### config.mk
export PLATFORM = sky130hd
export DESIGN_NAME = at_response_recognizer_top
export DESIGN_NICKNAME = d
export VERILOG_FILES = /design/src/rtl/core/atr_pkg.sv /design/src/rtl/core/at_response_recognizer_top.sv /design/src/rtl/core/atr_matcher.sv
export VERILOG_INCLUDE_DIRS = /design/src /design/src/rtl/core
export SDC_FILE = /design/constraint.sdc
export NUM_CORES = 1
export LEC_CHECK = 0
export BUFFER_PORTS_ARGS = -buffer_cell sky130_fd_sc_hd__buf_2
export CAP_MARGIN = 40
export CORE_MARGIN = 2
export CORE_UTILIZATION = 50
export DETAILED_ROUTE_END_ITERATION = 6
export PLACE_DENSITY_LB_ADDON = 0.08
export SLEW_MARGIN = 20
export SYNTH_ARGS = -nofsm -noshare
export SYNTH_HDL_FRONTEND = slang
export SYNTH_SLANG_ARGS = --single-unit
### constraint.sdc
create_clock -name clk_i -period 4.1 [get_ports clk_i]
set_clock_uncertainty 0.1 [all_clocks]
set_input_delay 0.82 -clock clk_i [delete_from_list [all_inputs] [get_ports clk_i]]
set_output_delay 0.82 -clock clk_i [all_outputs]
set_load 0.1 [all_outputs]
### src/rtl/core/at_response_recognizer_top_macros.svh
// Assertion macros for the AT response recognizer.
// Included by the top level; it has no other dependencies.
`ifndef AT_RESPONSE_RECOGNIZER_TOP_MACROS_SVH
`define AT_RESPONSE_RECOGNIZER_TOP_MACROS_SVH
`ifndef ASSERT_OFF
`define ATR_ASSERT(lbl, prop, msg) \
  lbl: assert property (@(posedge clk_i) disable iff (!rst_ni) prop) else $error(msg);
`define ATR_ASSERT_RST(lbl, prop, msg) \
  lbl: assert property (@(posedge clk_i) prop) else $error(msg);
`else
`define ATR_ASSERT(lbl, prop, msg)
`define ATR_ASSERT_RST(lbl, prop, msg)
`endif
`endif

### src/rtl/core/atr_pkg.sv
// Types and constants of the AT response recognizer.
// Used by atr_matcher and at_response_recognizer_top; no dependencies.
package atr_pkg;

  localparam int unsigned FlagW = 10;

  localparam int unsigned FLAG_OK     = 0;
  localparam int unsigned FLAG_PROMPT = 1;
  localparam int unsigned FLAG_SENT   = 2;
  localparam int unsigned FLAG_SIGNAL = 3;
  localparam int unsigned FLAG_REG    = 4;
  localparam int unsigned FLAG_BEARER = 6;
  localparam int unsigned FLAG_DLOAD  = 7;
  localparam int unsigned FLAG_HTTP   = 8;
  localparam int unsigned FLAG_ERROR  = 9;

  localparam logic OP_BYTE  = 1'b0;
  localparam logic OP_CLEAR = 1'b1;

  localparam logic [7:0] CH_SP    = 8'h20;
  localparam logic [7:0] CH_PLUS  = 8'h2B;
  localparam logic [7:0] CH_COMMA = 8'h2C;
  localparam logic [7:0] CH_0     = 8'h30;
  localparam logic [7:0] CH_1     = 8'h31;
  localparam logic [7:0] CH_3     = 8'h33;
  localparam logic [7:0] CH_9     = 8'h39;
  localparam logic [7:0] CH_COLON = 8'h3A;
  localparam logic [7:0] CH_GT    = 8'h3E;
  localparam logic [7:0] CH_A     = 8'h41;
  localparam logic [7:0] CH_B     = 8'h42;
  localparam logic [7:0] CH_C     = 8'h43;
  localparam logic [7:0] CH_D     = 8'h44;
  localparam logic [7:0] CH_E     = 8'h45;
  localparam logic [7:0] CH_G     = 8'h47;
  localparam logic [7:0] CH_H     = 8'h48;
  localparam logic [7:0] CH_I     = 8'h49;
  localparam logic [7:0] CH_K     = 8'h4B;
  localparam logic [7:0] CH_L     = 8'h4C;
  localparam logic [7:0] CH_M     = 8'h4D;
  localparam logic [7:0] CH_N     = 8'h4E;
  localparam logic [7:0] CH_O     = 8'h4F;
  localparam logic [7:0] CH_P     = 8'h50;
  localparam logic [7:0] CH_Q     = 8'h51;
  localparam logic [7:0] CH_R     = 8'h52;
  localparam logic [7:0] CH_S     = 8'h53;
  localparam logic [7:0] CH_T     = 8'h54;
  localparam logic [7:0] CH_W     = 8'h57;

  typedef enum logic [6:0] {
    P_IDLE        = 7'd0,
    P_O_WAIT      = 7'd1,
    P_GT_WAIT     = 7'd10,
    P_PROMPT      = 7'd11,
    P_PLUS        = 7'd12,
    P_C           = 7'd13,
    P_CM          = 7'd14,
    P_CMG         = 7'd15,
    P_CS          = 7'd20,
    P_CSQ         = 7'd21,
    P_CSQ_COL     = 7'd22,
    P_CSQ_SP      = 7'd23,
    P_CSQ_D1      = 7'd24,
    P_CSQ_D2      = 7'd25,
    P_CSQ_COM     = 7'd26,
    P_CR          = 7'd30,
    P_CRE         = 7'd31,
    P_CREG        = 7'd32,
    P_CREG_COL    = 7'd33,
    P_CREG_SP     = 7'd34,
    P_CREG_0      = 7'd35,
    P_CREG_COM    = 7'd36,
    P_S           = 7'd40,
    P_SA          = 7'd41,
    P_SAP         = 7'd42,
    P_SAPB        = 7'd43,
    P_SAPBR       = 7'd44,
    P_SAPBR_COL   = 7'd45,
    P_SAPBR_SP    = 7'd46,
    P_SAPBR_1     = 7'd47,
    P_SAPBR_COM   = 7'd48,
    P_D           = 7'd50,
    P_DO          = 7'd51,
    P_DOW         = 7'd52,
    P_DOWN        = 7'd53,
    P_DOWNL       = 7'd54,
    P_DOWNLO      = 7'd55,
    P_DOWNLOA     = 7'd56,
    P_H           = 7'd60,
    P_HT          = 7'd61,
    P_HTT         = 7'd62,
    P_HTTP        = 7'd63,
    P_HTTPA       = 7'd64,
    P_HTTPAC      = 7'd65,
    P_HTTPACT     = 7'd66,
    P_HTTPACTI    = 7'd67,
    P_HTTPACTIO   = 7'd68,
    P_HTTPACTION  = 7'd69,
    P_HA_COL      = 7'd70,
    P_HA_SP       = 7'd71,
    P_HA_1        = 7'd72,
    P_HA_COM      = 7'd73,
    P_HA_D1       = 7'd74,
    P_HA_DN       = 7'd75,
    P_E           = 7'd80,
    P_ER          = 7'd81,
    P_ERRO        = 7'd82
  } pos_e;

  typedef struct packed {
    pos_e             pos;
    logic [FlagW-1:0] set;
  } step_t;

endpackage

### src/rtl/core/at_response_recognizer_top.sv
// Top level of the AT response recognizer: input register, matcher, result register.
// Depends on atr_pkg, atr_matcher and at_response_recognizer_top_macros.svh.
// A beat is held in the input register, then moves through the matcher into the result register.
// Throughput: one beat per cycle unless the output stalls; position and flags update per beat.
// While a result waits, the input register takes a new beat only when it is empty.
// Reset (rst_ni low, asynchronous) empties both registers, idles the matcher, clears flags.
`include "at_response_recognizer_top_macros.svh"

module at_response_recognizer_top (
  input  logic        clk_i,
  input  logic        rst_ni,
  input  logic        s_axis_tvalid_i,
  output logic        s_axis_tready_o,
  input  logic [23:0] s_axis_tdata_i,   // [7:0] rx_byte, [17:8] clear_mask, rest zero
  input  logic        s_axis_tuser_i,   // [0] op
  output logic        m_axis_tvalid_o,
  input  logic        m_axis_tready_i,
  output logic [15:0] m_axis_tdata_o    // [9:0] response_flags, [10] mid_match, rest zero
);

  localparam int unsigned FlagW = atr_pkg::FlagW;

  logic                 in_valid_q;
  logic                 in_op_q;
  logic [7:0]           in_byte_q;
  logic [FlagW-1:0]     in_mask_q;
  logic                 out_valid_q;
  logic [FlagW:0]       out_data_q;
  atr_pkg::pos_e        pos_q, pos_d;
  logic [FlagW-1:0]     flags_q, flags_d;
  atr_pkg::step_t       step;
  logic                 out_ready;
  logic                 in_ready;
  logic                 adv;
  logic                 byte_adv;

  assign out_ready = !out_valid_q || m_axis_tready_i;
  assign in_ready  = !in_valid_q || out_ready;
  assign adv       = in_valid_q && out_ready;
  assign byte_adv  = adv && (in_op_q == atr_pkg::OP_BYTE);

  atr_matcher u_matcher (
    .pos_i  (pos_q),
    .byte_i (in_byte_q),
    .step_o (step)
  );

  always_comb begin
    if (in_op_q == atr_pkg::OP_CLEAR) begin
      pos_d   = pos_q;
      flags_d = flags_q & ~in_mask_q;
    end else begin
      pos_d   = step.pos;
      flags_d = flags_q | step.set;
    end
  end

  always_ff @(posedge clk_i or negedge rst_ni) begin
    if (!rst_ni) begin
      in_valid_q  <= 1'b0;
      out_valid_q <= 1'b0;
      pos_q       <= atr_pkg::P_IDLE;
      flags_q     <= '0;
    end else begin
      if (in_ready) begin
        in_valid_q <= s_axis_tvalid_i;
      end
      if (adv) begin
        out_valid_q <= 1'b1;
        pos_q       <= pos_d;
        flags_q     <= flags_d;
      end else if (m_axis_tready_i) begin
        out_valid_q <= 1'b0;
      end
    end
  end

  always_ff @(posedge clk_i) begin
    if (in_ready && s_axis_tvalid_i) begin
      in_op_q   <= s_axis_tuser_i;
      in_byte_q <= s_axis_tdata_i[7:0];
      in_mask_q <= s_axis_tdata_i[17:8];
    end
    if (adv) begin
      out_data_q <= {(pos_d != atr_pkg::P_IDLE), flags_d};
    end
  end

  assign s_axis_tready_o = in_ready;
  assign m_axis_tvalid_o = out_valid_q;
  assign m_axis_tdata_o  = {{(16 - FlagW - 1){1'b0}}, out_data_q};

  `ATR_ASSERT(a_bit5_never_set, m_axis_tvalid_o |-> !m_axis_tdata_o[5], "flag bit 5 was set")
  `ATR_ASSERT(a_byte_keeps_flags, byte_adv |=> (($past(flags_q) & ~flags_q) == '0), "flag lost")
  `ATR_ASSERT(a_ready_when_empty, !out_valid_q |-> s_axis_tready_o, "input stalled with empty output")
  `ATR_ASSERT_RST(a_reset_idle, !rst_ni |=> (!m_axis_tvalid_o || rst_ni), "output valid during reset")

endmodule

### src/rtl/core/atr_matcher.sv
// Keyword matcher: next recognizer position and flags to set for one byte.
// Pure combinational logic; depends on atr_pkg.
module atr_matcher (
  input  atr_pkg::pos_e  pos_i,
  input  logic [7:0]     byte_i,
  output atr_pkg::step_t step_o
);

  atr_pkg::pos_e                 pos_nxt;
  logic [atr_pkg::FlagW-1:0]     set_nxt;
  logic                          is_digit;

  function automatic atr_pkg::pos_e expect_ch(logic [7:0] c, logic [7:0] want,
                                              atr_pkg::pos_e nxt);
    return (c == want) ? nxt : atr_pkg::P_IDLE;
  endfunction

  assign is_digit = (byte_i >= atr_pkg::CH_0) && (byte_i <= atr_pkg::CH_9);

  always_comb begin
    pos_nxt = atr_pkg::P_IDLE;
    unique case (pos_i)
      atr_pkg::P_IDLE: begin
        priority if (byte_i == atr_pkg::CH_O)    pos_nxt = atr_pkg::P_O_WAIT;
        else if (byte_i == atr_pkg::CH_PLUS)     pos_nxt = atr_pkg::P_PLUS;
        else if (byte_i == atr_pkg::CH_GT)       pos_nxt = atr_pkg::P_GT_WAIT;
        else if (byte_i == atr_pkg::CH_D)        pos_nxt = atr_pkg::P_D;
        else if (byte_i == atr_pkg::CH_E)        pos_nxt = atr_pkg::P_E;
        else                                     pos_nxt = atr_pkg::P_IDLE;
      end
      atr_pkg::P_O_WAIT:
        pos_nxt = (byte_i == atr_pkg::CH_K) ? atr_pkg::P_IDLE : atr_pkg::P_O_WAIT;
      atr_pkg::P_GT_WAIT:
        pos_nxt = (byte_i == atr_pkg::CH_SP) ? atr_pkg::P_PROMPT : atr_pkg::P_GT_WAIT;
      atr_pkg::P_PROMPT: pos_nxt = expect_ch(byte_i, atr_pkg::CH_PLUS, atr_pkg::P_PLUS);
      atr_pkg::P_PLUS: begin
        priority if (byte_i == atr_pkg::CH_C) pos_nxt = atr_pkg::P_C;
        else if (byte_i == atr_pkg::CH_S)     pos_nxt = atr_pkg::P_S;
        else if (byte_i == atr_pkg::CH_H)     pos_nxt = atr_pkg::P_H;
        else                                  pos_nxt = atr_pkg::P_IDLE;
      end
      atr_pkg::P_C: begin
        priority if (byte_i == atr_pkg::CH_M) pos_nxt = atr_pkg::P_CM;
        else if (byte_i == atr_pkg::CH_S)     pos_nxt = atr_pkg::P_CS;
        else if (byte_i == atr_pkg::CH_R)     pos_nxt = atr_pkg::P_CR;
        else                                  pos_nxt = atr_pkg::P_IDLE;
      end
      atr_pkg::P_CM:        pos_nxt = expect_ch(byte_i, atr_pkg::CH_G, atr_pkg::P_CMG);
      atr_pkg::P_CS:        pos_nxt = expect_ch(byte_i, atr_pkg::CH_Q, atr_pkg::P_CSQ);
      atr_pkg::P_CSQ:       pos_nxt = expect_ch(byte_i, atr_pkg::CH_COLON, atr_pkg::P_CSQ_COL);
      atr_pkg::P_CSQ_COL:   pos_nxt = expect_ch(byte_i, atr_pkg::CH_SP, atr_pkg::P_CSQ_SP);
      atr_pkg::P_CSQ_SP:
        pos_nxt = (byte_i >= atr_pkg::CH_1 && byte_i <= atr_pkg::CH_3) ?
                  atr_pkg::P_CSQ_D1 : atr_pkg::P_IDLE;
      atr_pkg::P_CSQ_D1:    pos_nxt = is_digit ? atr_pkg::P_CSQ_D2 : atr_pkg::P_IDLE;
      atr_pkg::P_CSQ_D2:    pos_nxt = expect_ch(byte_i, atr_pkg::CH_COMMA, atr_pkg::P_CSQ_COM);
      atr_pkg::P_CR:        pos_nxt = expect_ch(byte_i, atr_pkg::CH_E, atr_pkg::P_CRE);
      atr_pkg::P_CRE:       pos_nxt = expect_ch(byte_i, atr_pkg::CH_G, atr_pkg::P_CREG);
      atr_pkg::P_CREG:      pos_nxt = expect_ch(byte_i, atr_pkg::CH_COLON, atr_pkg::P_CREG_COL);
      atr_pkg::P_CREG_COL:  pos_nxt = expect_ch(byte_i, atr_pkg::CH_SP, atr_pkg::P_CREG_SP);
      atr_pkg::P_CREG_SP:   pos_nxt = expect_ch(byte_i, atr_pkg::CH_0, atr_pkg::P_CREG_0);
      atr_pkg::P_CREG_0:    pos_nxt = expect_ch(byte_i, atr_pkg::CH_COMMA, atr_pkg::P_CREG_COM);
      atr_pkg::P_S:         pos_nxt = expect_ch(byte_i, atr_pkg::CH_A, atr_pkg::P_SA);
      atr_pkg::P_SA:        pos_nxt = expect_ch(byte_i, atr_pkg::CH_P, atr_pkg::P_SAP);
      atr_pkg::P_SAP:       pos_nxt = expect_ch(byte_i, atr_pkg::CH_B, atr_pkg::P_SAPB);
      atr_pkg::P_SAPB:      pos_nxt = expect_ch(byte_i, atr_pkg::CH_R, atr_pkg::P_SAPBR);
      atr_pkg::P_SAPBR:     pos_nxt = expect_ch(byte_i, atr_pkg::CH_COLON, atr_pkg::P_SAPBR_COL);
      atr_pkg::P_SAPBR_COL: pos_nxt = expect_ch(byte_i, atr_pkg::CH_SP, atr_pkg::P_SAPBR_SP);
      atr_pkg::P_SAPBR_SP:  pos_nxt = expect_ch(byte_i, atr_pkg::CH_1, atr_pkg::P_SAPBR_1);
      atr_pkg::P_SAPBR_1:   pos_nxt = expect_ch(byte_i, atr_pkg::CH_COMMA, atr_pkg::P_SAPBR_COM);
      atr_pkg::P_D:         pos_nxt = expect_ch(byte_i, atr_pkg::CH_O, atr_pkg::P_DO);
      atr_pkg::P_DO:        pos_nxt = expect_ch(byte_i, atr_pkg::CH_W, atr_pkg::P_DOW);
      atr_pkg::P_DOW:       pos_nxt = expect_ch(byte_i, atr_pkg::CH_N, atr_pkg::P_DOWN);
      atr_pkg::P_DOWN:      pos_nxt = expect_ch(byte_i, atr_pkg::CH_L, atr_pkg::P_DOWNL);
      atr_pkg::P_DOWNL:     pos_nxt = expect_ch(byte_i, atr_pkg::CH_O, atr_pkg::P_DOWNLO);
      atr_pkg::P_DOWNLO:    pos_nxt = expect_ch(byte_i, atr_pkg::CH_A, atr_pkg::P_DOWNLOA);
      atr_pkg::P_H:         pos_nxt = expect_ch(byte_i, atr_pkg::CH_T, atr_pkg::P_HT);
      atr_pkg::P_HT:        pos_nxt = expect_ch(byte_i, atr_pkg::CH_T, atr_pkg::P_HTT);
      atr_pkg::P_HTT:       pos_nxt = expect_ch(byte_i, atr_pkg::CH_P, atr_pkg::P_HTTP);
      atr_pkg::P_HTTP:      pos_nxt = expect_ch(byte_i, atr_pkg::CH_A, atr_pkg::P_HTTPA);
      atr_pkg::P_HTTPA:     pos_nxt = expect_ch(byte_i, atr_pkg::CH_C, atr_pkg::P_HTTPAC);
      atr_pkg::P_HTTPAC:    pos_nxt = expect_ch(byte_i, atr_pkg::CH_T, atr_pkg::P_HTTPACT);
      atr_pkg::P_HTTPACT:   pos_nxt = expect_ch(byte_i, atr_pkg::CH_I, atr_pkg::P_HTTPACTI);
      atr_pkg::P_HTTPACTI:  pos_nxt = expect_ch(byte_i, atr_pkg::CH_O, atr_pkg::P_HTTPACTIO);
      atr_pkg::P_HTTPACTIO: pos_nxt = expect_ch(byte_i, atr_pkg::CH_N, atr_pkg::P_HTTPACTION);
      atr_pkg::P_HTTPACTION:
        pos_nxt = expect_ch(byte_i, atr_pkg::CH_COLON, atr_pkg::P_HA_COL);
      atr_pkg::P_HA_COL:    pos_nxt = expect_ch(byte_i, atr_pkg::CH_SP, atr_pkg::P_HA_SP);
      atr_pkg::P_HA_SP:     pos_nxt = expect_ch(byte_i, atr_pkg::CH_1, atr_pkg::P_HA_1);
      atr_pkg::P_HA_1:      pos_nxt = expect_ch(byte_i, atr_pkg::CH_COMMA, atr_pkg::P_HA_COM);
      atr_pkg::P_HA_COM:    pos_nxt = is_digit ? atr_pkg::P_HA_D1 : atr_pkg::P_IDLE;
      atr_pkg::P_HA_D1:     pos_nxt = is_digit ? atr_pkg::P_HA_DN : atr_pkg::P_IDLE;
      atr_pkg::P_HA_DN:     pos_nxt = is_digit ? atr_pkg::P_HA_DN : atr_pkg::P_IDLE;
      atr_pkg::P_E:         pos_nxt = expect_ch(byte_i, atr_pkg::CH_R, atr_pkg::P_ER);
      atr_pkg::P_ER: begin
        priority if (byte_i == atr_pkg::CH_R) pos_nxt = atr_pkg::P_ER;
        else if (byte_i == atr_pkg::CH_O)     pos_nxt = atr_pkg::P_ERRO;
        else                                  pos_nxt = atr_pkg::P_IDLE;
      end
      default:              pos_nxt = atr_pkg::P_IDLE;
    endcase
  end

  always_comb begin
    set_nxt = '0;
    unique case (pos_i)
      atr_pkg::P_O_WAIT:    set_nxt[atr_pkg::FLAG_OK]     = (byte_i == atr_pkg::CH_K);
      atr_pkg::P_GT_WAIT:   set_nxt[atr_pkg::FLAG_PROMPT] = (byte_i == atr_pkg::CH_SP);
      atr_pkg::P_CMG:       set_nxt[atr_pkg::FLAG_SENT]   = (byte_i == atr_pkg::CH_S);
      atr_pkg::P_CSQ_COM:   set_nxt[atr_pkg::FLAG_SIGNAL] = is_digit;
      atr_pkg::P_CREG_COM:  set_nxt[atr_pkg::FLAG_REG]    = (byte_i == atr_pkg::CH_1);
      atr_pkg::P_SAPBR_COM: set_nxt[atr_pkg::FLAG_BEARER] = (byte_i == atr_pkg::CH_1);
      atr_pkg::P_DOWNLOA:   set_nxt[atr_pkg::FLAG_DLOAD]  = (byte_i == atr_pkg::CH_D);
      atr_pkg::P_HA_DN:     set_nxt[atr_pkg::FLAG_HTTP]   = (byte_i == atr_pkg::CH_COMMA);
      atr_pkg::P_ERRO:      set_nxt[atr_pkg::FLAG_ERROR]  = (byte_i == atr_pkg::CH_R);
      default:              set_nxt = '0;
    endcase
  end

  assign step_o.pos = pos_nxt;
  assign step_o.set = set_nxt;

endmodule

==> impl_metrics.ini <==
[logic_synthesis]
yosys.area.top_type_share_pct = 23.9
synth_edf_count = 30
syn_area_um2 = 3770
async_flop_share_pct = 38.8
syn_area_per_cell_um2 = 8.70
yosys.area.top_type = edfxtp_1
ys.flop_type = edfxtp_1
synth-seq-cells = 49
ys_seq_area_share_pct = 36.5
synth_cell_types = 62
yosysMostFrequentCell = nand2_1
netlist_instances = 434
synthTopCellsByArea = edfxtp_1 (24%), dfrtp_1 (13%), nand2_1 (4.3%), nand4_1 (3.8%), nand3_1 (3.6%)
yosysWarningCount = 0
ys_top_cells_by_count = nand2_1 (43), edfxtp_1 (30), nand3_1 (27)

[sta]
setup_viol = 0
fin_crit_sh_pct = 77.7
hold_violations = 0
rsz0062_at_grt = false
setup_tns_ps = 0
tightest_slew_ps = 866
period_needed_ps = 3180
slew_viol_final = 0
holdWs_ps = 339
fmax_ghz = 0.314
max_slew_margin_pct = 42.1

[global_route]
first_global_vias = 3559
antenna_found_initial = 0
met1_usage_pct = 40.8
grt_use_total_pct = 29.6
top_usage_layer = met2
grt.overflow.total = 0
grt.met2_usage_pct = 45.6
grt_max_degree = 23
grt_use_met3_pct = 4.42
grt_pass1_wl_um = 19100

[run]
cap_violations = 0

[die]
dieArea_um2 = 8260
fp.coreArea_um2 = 7290
rows = 31
initial_core_util_pct = 51.8
ios = 47
die_h_um = 90.9
dieWidth_um = 90.9

[clocking]
cts_repair_resize_count = 0
cts_tree = built
hold_buffers = 0
cts.sinks = 49
htreeDepth = 2
cts_max_path_buffers = 2
postCtsSetupRepairBufs = 0
clockRootBuffer = clkbuf_8
clk_latency_ps = 310
cts_buffers = 5
clkSlewWorstSetupHoldPaths_ps = 100

[layout]
drive_gt1_share_pct = 15.2
fin_nets = 482
area_growth_pct = 7.59
antenna_cells = 0

[routing]
drt_first_pass_iters = 7
postRouteAntennaNets = 0
wl_um = 12000
wl_per_cell_um = 21.6
drc = 0
vias = 3790
vias_per_cell = 6.85
drtIter0Drc = 387

[setup_path]
cp-end-kind = flip-flop
cp-start-kind = flip-flop
path_cells = nor4b_1 -> nand4_1 -> o211ai_1 -> a2111oi_2 -> nand4_1 -> nor3_1 -> a31oi_1 -> a211o_1
critPathRequiredTime_ps = 4070
crit_path_frequent_cell = nand4_1
arrival_ps = 3150
critical_path_class = flip-flop to flip-flop
cpMaxStageDelayCell = dfrtp_1
critPathMaxStageDelay_ps = 840
worstPathMaxFanout = 22

[outcome]
status = complete, no violations

[place]
portBuffers = 35
post-dp-hpwl_um = 8750
place_congestion = 1.04

[pwr]
leakage_nw = 1.50
powerDensity_nw_per_um2 = 319
irDropWorstVdd_v = 0.000224

[worst_hold_path]
worstHoldPathType = input port to async pin
-- worst max-delay path: cells and delay by family (launching register included) --
family | cells | cell delay (ps)
AO/OA/AOI/OAI | 4 | 1020
AND/OR/NAND/NOR | 4 | 970
flip-flops | 1 | 840
-- cell type report --
type / instances / area, um^2
clock inverter: 3 / 28.8
inverter: 15 / 56.3
sequential: 49 / 1380
multi-input combinational: 334 / 2130
clock buffer: 5 / 68.8
timing repair buffer: 48 / 277
tap: 99 / 124
fill: 683 / 3230
-- per-stage QoR --
step                std cells  utilization (%)  cell area (um^2)  power (mW)  setup WS (ps)
global route              553             55.7              4060        1.35            718
CTS                       552             55.5              4050        1.30            980
global placement          542             54.0              3940       0.985            915
detailed placement        544             54.2              3950       0.994            975
finish                    553             55.7              4060        1.30            916
floorplan                 438                -              3790       0.922           1070
-- registers in the layout, summed over array words and instances (netlist names) --
register	flops
in_valid_q	1
pos_q	7
in_byte_q	8
in_op_q	1
in_mask_q	10
m_axis_tvalid_o	1
out_data_q	11
flags_q	10
-- power breakdown --
| part | internal, mW | switching, mW | total (mW) |
|---|---|---|---|
| Clock | 0.128 | 0.180 | 0.308 |
| Sequential | 0.589 | 0.0500 | 0.639 |
| Combinational | 0.0851 | 0.265 | 0.350 |
-- layout by cell type, fill, tap and decap left out, types with 12 or more instances in the layout --
master,Yosys,layout
nand2_1,43,43
a21oi_1,13,13
inv_1,15,15
nand4_1,23,23
edfxtp_1,30,30
dfrtp_1,19,19
nor2b_1,12,12
o21ai_0,25,25
buf_2,19,35
nor2_1,21,21
nand3_1,27,27
a31oi_1,14,14
-- worst paths after layout --
kind                             from        endpoint  slack, ps  depth (start not counted)
setup / recovery             pos_q[1]  out_data_q[10]        920                          8
hold / removal                 rst_ni      flags_q[5]        340                          1
setup reg to reg             pos_q[1]  out_data_q[10]        920                          8
hold reg to reg            flags_q[5]      flags_q[5]        380                          1
max in group asynchronous      rst_ni      flags_q[0]       3240                          1
min in group clk_i         flags_q[5]      flags_q[5]        380                          1
-- layer usage --
layer | wire, um | share of wire, %
met1 | 4920 | 41
met2 | 5280 | 44
met3 | 1080 | 9.0
met4 | 679 | 5.7
met5 | 0 | 0
-- kinds of logic (layout without fill, tap and decap cells) --
family	Yosys count	in the layout	synth area share, %
AND/OR/NAND/NOR	215	215	35.4
buffers and inverters	55	71	7.49
AO/OA/AOI/OAI	106	106	18.5
flip-flops	49	49	36.5
other	1	5	0.0993
multiplexers	3	3	0.829
XOR/XNOR	4	4	0.928
adder cells (fa/ha/maj)	1	1	0.265
Note: power is estimated with default switching activity, not from simulation.
